## config.mk

```make
export PLATFORM = sky130hd
export DESIGN_NAME = rilbp_pattern
export DESIGN_NICKNAME = d
export VERILOG_FILES = /design/src/rtl/rotation_invariant_lbp_stream_unit_defines.svh /design/src/rtl/rilbp_pkg.sv /design/src/rtl/rilbp_pattern.sv
export SDC_FILE = /design/constraint.sdc
export NUM_CORES = 1
export LEC_CHECK = 0
export ABC_CLOCK_PERIOD_IN_PS = 32299
export BUFFER_PORTS_ARGS = -buffer_cell sky130_fd_sc_hd__buf_2
export CAP_MARGIN = 20
export CORE_AREA = 4 4 91 102
export DETAILED_ROUTE_END_ITERATION = 8
export DIE_AREA = 0 0 95 106
export GPL_TIMING_DRIVEN = 1
export PLACE_DENSITY = 0.72
export SETUP_SLACK_MARGIN = 0.2
export SLEW_MARGIN = 40
export SYNTH_ARGS = -nofsm -noshare
export SYNTH_HDL_FRONTEND = slang
export SYNTH_SLANG_ARGS = --single-unit
```

## constraint.sdc

```tcl
create_clock -name vclk -period 32.3
set_clock_uncertainty 0.15 [all_clocks]
set_input_delay 1.615 -clock vclk [all_inputs]
set_output_delay 1.615 -clock vclk [all_outputs]
set_load 0.02 [all_outputs]
```

## src/rtl/rotation_invariant_lbp_stream_unit_defines.svh

```systemverilog
// Assertion macros shared by the LBP stream unit RTL.
`ifndef ROTATION_INVARIANT_LBP_STREAM_UNIT_DEFINES_SVH
`define ROTATION_INVARIANT_LBP_STREAM_UNIT_DEFINES_SVH

// Condition that must hold at every clock edge out of reset.
`define RILBP_ASSERT_ALWAYS(lbl, cond) \
	lbl: assert property (@(posedge clk) disable iff (!arst_n) (cond)) \
		else $error("rilbp: invariant violated");

// Antecedent at one edge implies consequent at the next edge.
`define RILBP_ASSERT_NEXT(lbl, ante, cons) \
	lbl: assert property (@(posedge clk) disable iff (!arst_n) (ante) |=> (cons)) \
		else $error("rilbp: sequence violated");

// Antecedent implies consequent at the same edge.
`define RILBP_ASSERT_SAME(lbl, ante, cons) \
	lbl: assert property (@(posedge clk) disable iff (!arst_n) (ante) |-> (cons)) \
		else $error("rilbp: implication violated");

`endif

```

## src/rtl/rilbp_pkg.sv

```systemverilog
// Shared types and constants for the rotation-invariant LBP stream unit.
package rilbp_pkg;

	typedef logic [7:0] pix_t;

	// 3x3 neighbourhood around the centre pixel
	typedef struct packed {
		pix_t tl;
		pix_t t;
		pix_t tr;
		pix_t r;
		pix_t br;
		pix_t b;
		pix_t bl;
		pix_t l;
		pix_t c;
	} window_t;

	// configuration register indexes
	typedef enum logic [0:0] {
		CFG_IMAGE_WIDTH  = 1'b0,
		CFG_IMAGE_HEIGHT = 1'b1
	} cfg_idx_t;

	localparam logic [11:0] WIDTH_RESET  = 12'd640;
	localparam logic [15:0] HEIGHT_RESET = 16'd480;
	localparam logic [15:0] HEIGHT_MIN   = 16'd3;

endpackage

```

## src/rtl/rilbp_pattern.sv

```systemverilog
// Neighbour comparison and rotation-minimum code for one 3x3 window.
module rilbp_pattern
	import rilbp_pkg::*;
(
	input  window_t win,
	output pix_t    code
);

	pix_t        base;
	pix_t        rot   [8];
	pix_t        best;
	logic [15:0] dbl;

	// bit per neighbour, top-left at bit 7 then clockwise
	always_comb begin
		base[7] = win.tl > win.c;
		base[6] = win.t  > win.c;
		base[5] = win.tr > win.c;
		base[4] = win.r  > win.c;
		base[3] = win.br > win.c;
		base[2] = win.b  > win.c;
		base[1] = win.bl > win.c;
		base[0] = win.l  > win.c;
	end

	// eight circular left rotations
	always_comb begin
		dbl = 16'h0;
		for (int r = 0; r < 8; r++) begin
			dbl    = {base, base} << r;
			rot[r] = dbl[15:8];
		end
	end

	// smallest rotation
	always_comb begin
		best = 8'hff;
		for (int r = 0; r < 8; r++) begin
			if (rot[r] < best) begin
				best = rot[r];
			end
		end
	end

	assign code = best;

endmodule

```

==> results.json <==
{
  "grt_pass1_vias": 3854,
  "port_buffers": 80,
  "ys_seq_area_share_pct": 0,
  "drtPass1Iterations": 5,
  "ys_types": 59,
  "syn_inst": 445,
  "die_w_um": 95,
  "place_inst": 633,
  "routed_wl_um": 10700,
  "start_util_pct": 44.4,
  "nets": 711,
  "yosys_warnings": 0,
  "ioPinCount": 80,
  "multi_input_area_sq_mm": 0.00349,
  "power_density_mw_per_mm2": 82.0,
  "viasPerCell": 5.94,
  "final_util_pct": 50.9,
  "cp.required_ns": 30.53,
  "synth_area_per_cell_sq_um": 8.22,
  "worst_pin_slew_ns": 0.796,
  "postCtsResizedCells": 0,
  "track_usage_pct": 20.9,
  "whs_ns": 3.88,
  "total_power_mw": 0.344,
  "setup_viol": 0,
  "die_h_um": 106,
  "clkbuf_count": 0,
  "drc": 0,
  "rsz0062_at_grt": "false",
  "dp_hpwl_um": 8860,
  "cpPeakStageDelay_ns": 0.62,
  "grt_busiest_layer": "met2",
  "grtUsageMet1_pct": 24.8,
  "holdPathEnd": "code[3]",
  "holdCritStartpoint": "win[47]",
  "setup_ws_ns": 13.31,
  "place_ws_ns": 13.55,
  "gr-usage-met2_pct": 38.4,
  "stdcell_area_sq_mm": 0.00419,
  "seqCellArea_sq_um": 0,
  "max_slew_margin_pct": 46.7,
  "routabilityCongestion": 0.934,
  "maxCapViolCount": 0,
  "ant_nets": 0,
  "start_kind": "primary input",
  "antenna_cells": 0,
  "nFillCells": 800,
  "critPathKind": "primary input to output pin",
  "placementRows": 35,
  "worstHoldPathCells": 6,
  "overflow": 0,
  "synth_nets": 632,
  "p_leak_nw": 2.17,
  "fin_crit_ns": 18.99,
  "crit_top_cell": "ha_1",
  "fin_crit_sh_pct": 58.8,
  "design.seq.count": 0,
  "syn-cell-area_sq_mm": 0.00366,
  "grt_pass1_wl_um": 17400,
  "drt-initial-drc-count": 158,
  "instances_no_fill": 633,
  "grt_max_degree": 17,
  "area_delta_synth_final_pct": 14.7,
  "crit_slowest_cell": "nor2_1",
  "hp-class": "primary input to output pin",
  "fmaxAchievable_mhz": 52.7,
  "routedWlPerCell_um": 16.9,
  "setup_tns_ns": 0,
  "cts_hold_buf": 0,
  "postCtsSetupBuffers": 0,
  "drive_gt1_share_pct": 25.3,
  "status": "completed",
  "ir_drop_v": 0.0000724,
  "critical_path_arrival_ns": 17.22,
  "design.die.area_sq_mm": 0.0101,
  "worst_setup_path_end_kind": "output pin",
  "vias": 3757,
  "antenna_found_initial": 0,
  "crit_fanout": 15,
  "slew_violations": 0,
  "placed_cell_area_sq_mm": 0.00419,
  "finalHoldViolations": 0,
  "met3_usage_pct": 1.27,
  "design.core.area_sq_mm": 0.00823
}
==> cell type report <==
| class | count | area share [%] |
|---|---|---|
| well taps | 111 | 3.31 |
| inverters | 34 | 3.04 |
| repair buffers | 85 | 10.4 |
| multi-input cells | 403 | 83.2 |
==> critical path, delay by kind of cell <==
kind	cells	cell delay, ns
buf+inv	4	0.93
simple gates	16	4.35
compound gates	28	5.48
mux	6	2.11
fa+ha+maj	8	2.67
==> power by group <==
group | switching, mW | internal [mW] | leakage [nW] | total [mW]
registers | 0 | 0 | 0 | 0
logic | 0.190 | 0.154 | 2.17 | 0.344
clock network | 0 | 0 | 0 | 0
==> cell families (layout without fill, tap and decap cells) <==
kind of cell	Yosys count	count (layout)	synth area share (%)
fa+ha+maj	115	115	39.3
compound gates	130	130	25.4
buf+inv	42	119	4.58
simple gates	114	114	16.9
mux	44	44	13.8
==> cells in the final DEF, fill, tap and decap left out, drive strengths merged, types with 3 or more instances in the layout <==
cell type  Yosys  final
nand3          7      7
a31o           6      6
nand2b         6      6
nand2         23     23
mux2i         13     13
ha           115    115
buf            3     85
a21oi         41     41
nor2b         12     12
nor2          20     20
a211o          4      4
nor3           5      5
o22ai          5      5
inv           32     32
nand4         18     18
a21o          13     13
and3           6      6
o21ai         23     23
a211oi         5      5
o211ai         6      6
and2           3      3
a41oi          4      4
a22oi          3      3
or2            4      4
mux2          31     31
o21a           3      3
==> worst max-delay path by stage <==
stage	from	end	slack (ns)	depth (start not counted)
4_1_cts	win[1]	code[7]	13.50	63
3_5_place_dp	win[1]	code[7]	13.55	63
6_report	win[1]	code[7]	13.31	62
2_1_floorplan	win[4]	code[2]	15.28	63
5_1_grt	win[1]	code[6]	12.14	63
3_3_place_gp	win[1]	code[1]	14.09	62
==> synth_stat cells (3+ instances only) <==
library cell  number  area [sq um]
ha_1             115          1440
a21oi_1           41           205
inv_1             32           120
mux2_2            24           270
nand2_1           23          86.3
o21ai_0           22           110
nor2_1            20          75.1
nand4_1           18           113
a21o_1            13          97.6
mux2i_1           13           130
nor2b_1           12          75.1
mux2_4             7           105
nand3_1            7          35.0
and3_1             6          37.5
nand2b_1           6          37.5
o211ai_1           6          45.0
a211oi_1           5          37.5
clkbuf_1           5          18.8
nor3_1             5          25.0
a211o_1            4          35.0
o22ai_1            4          25.0
or2_2              4          25.0
a31o_1             3          26.3
a41oi_1            3          26.3
o21a_1             3          22.5
==> routing by layer <==
| metal | wire (um) | share of wire, % | vias up |
|---|---|---|---|
| li1 | - | - | 1880 |
| met1 | 4530 | 42 | 1712 |
| met2 | 5220 | 49 | 141 |
| met3 | 688 | 6.4 | 24 |
| met4 | 257 | 2.4 | 0 |
| met5 | 0 | 0 | - |
No activity file was read; power rests on OpenSTA's default activity.
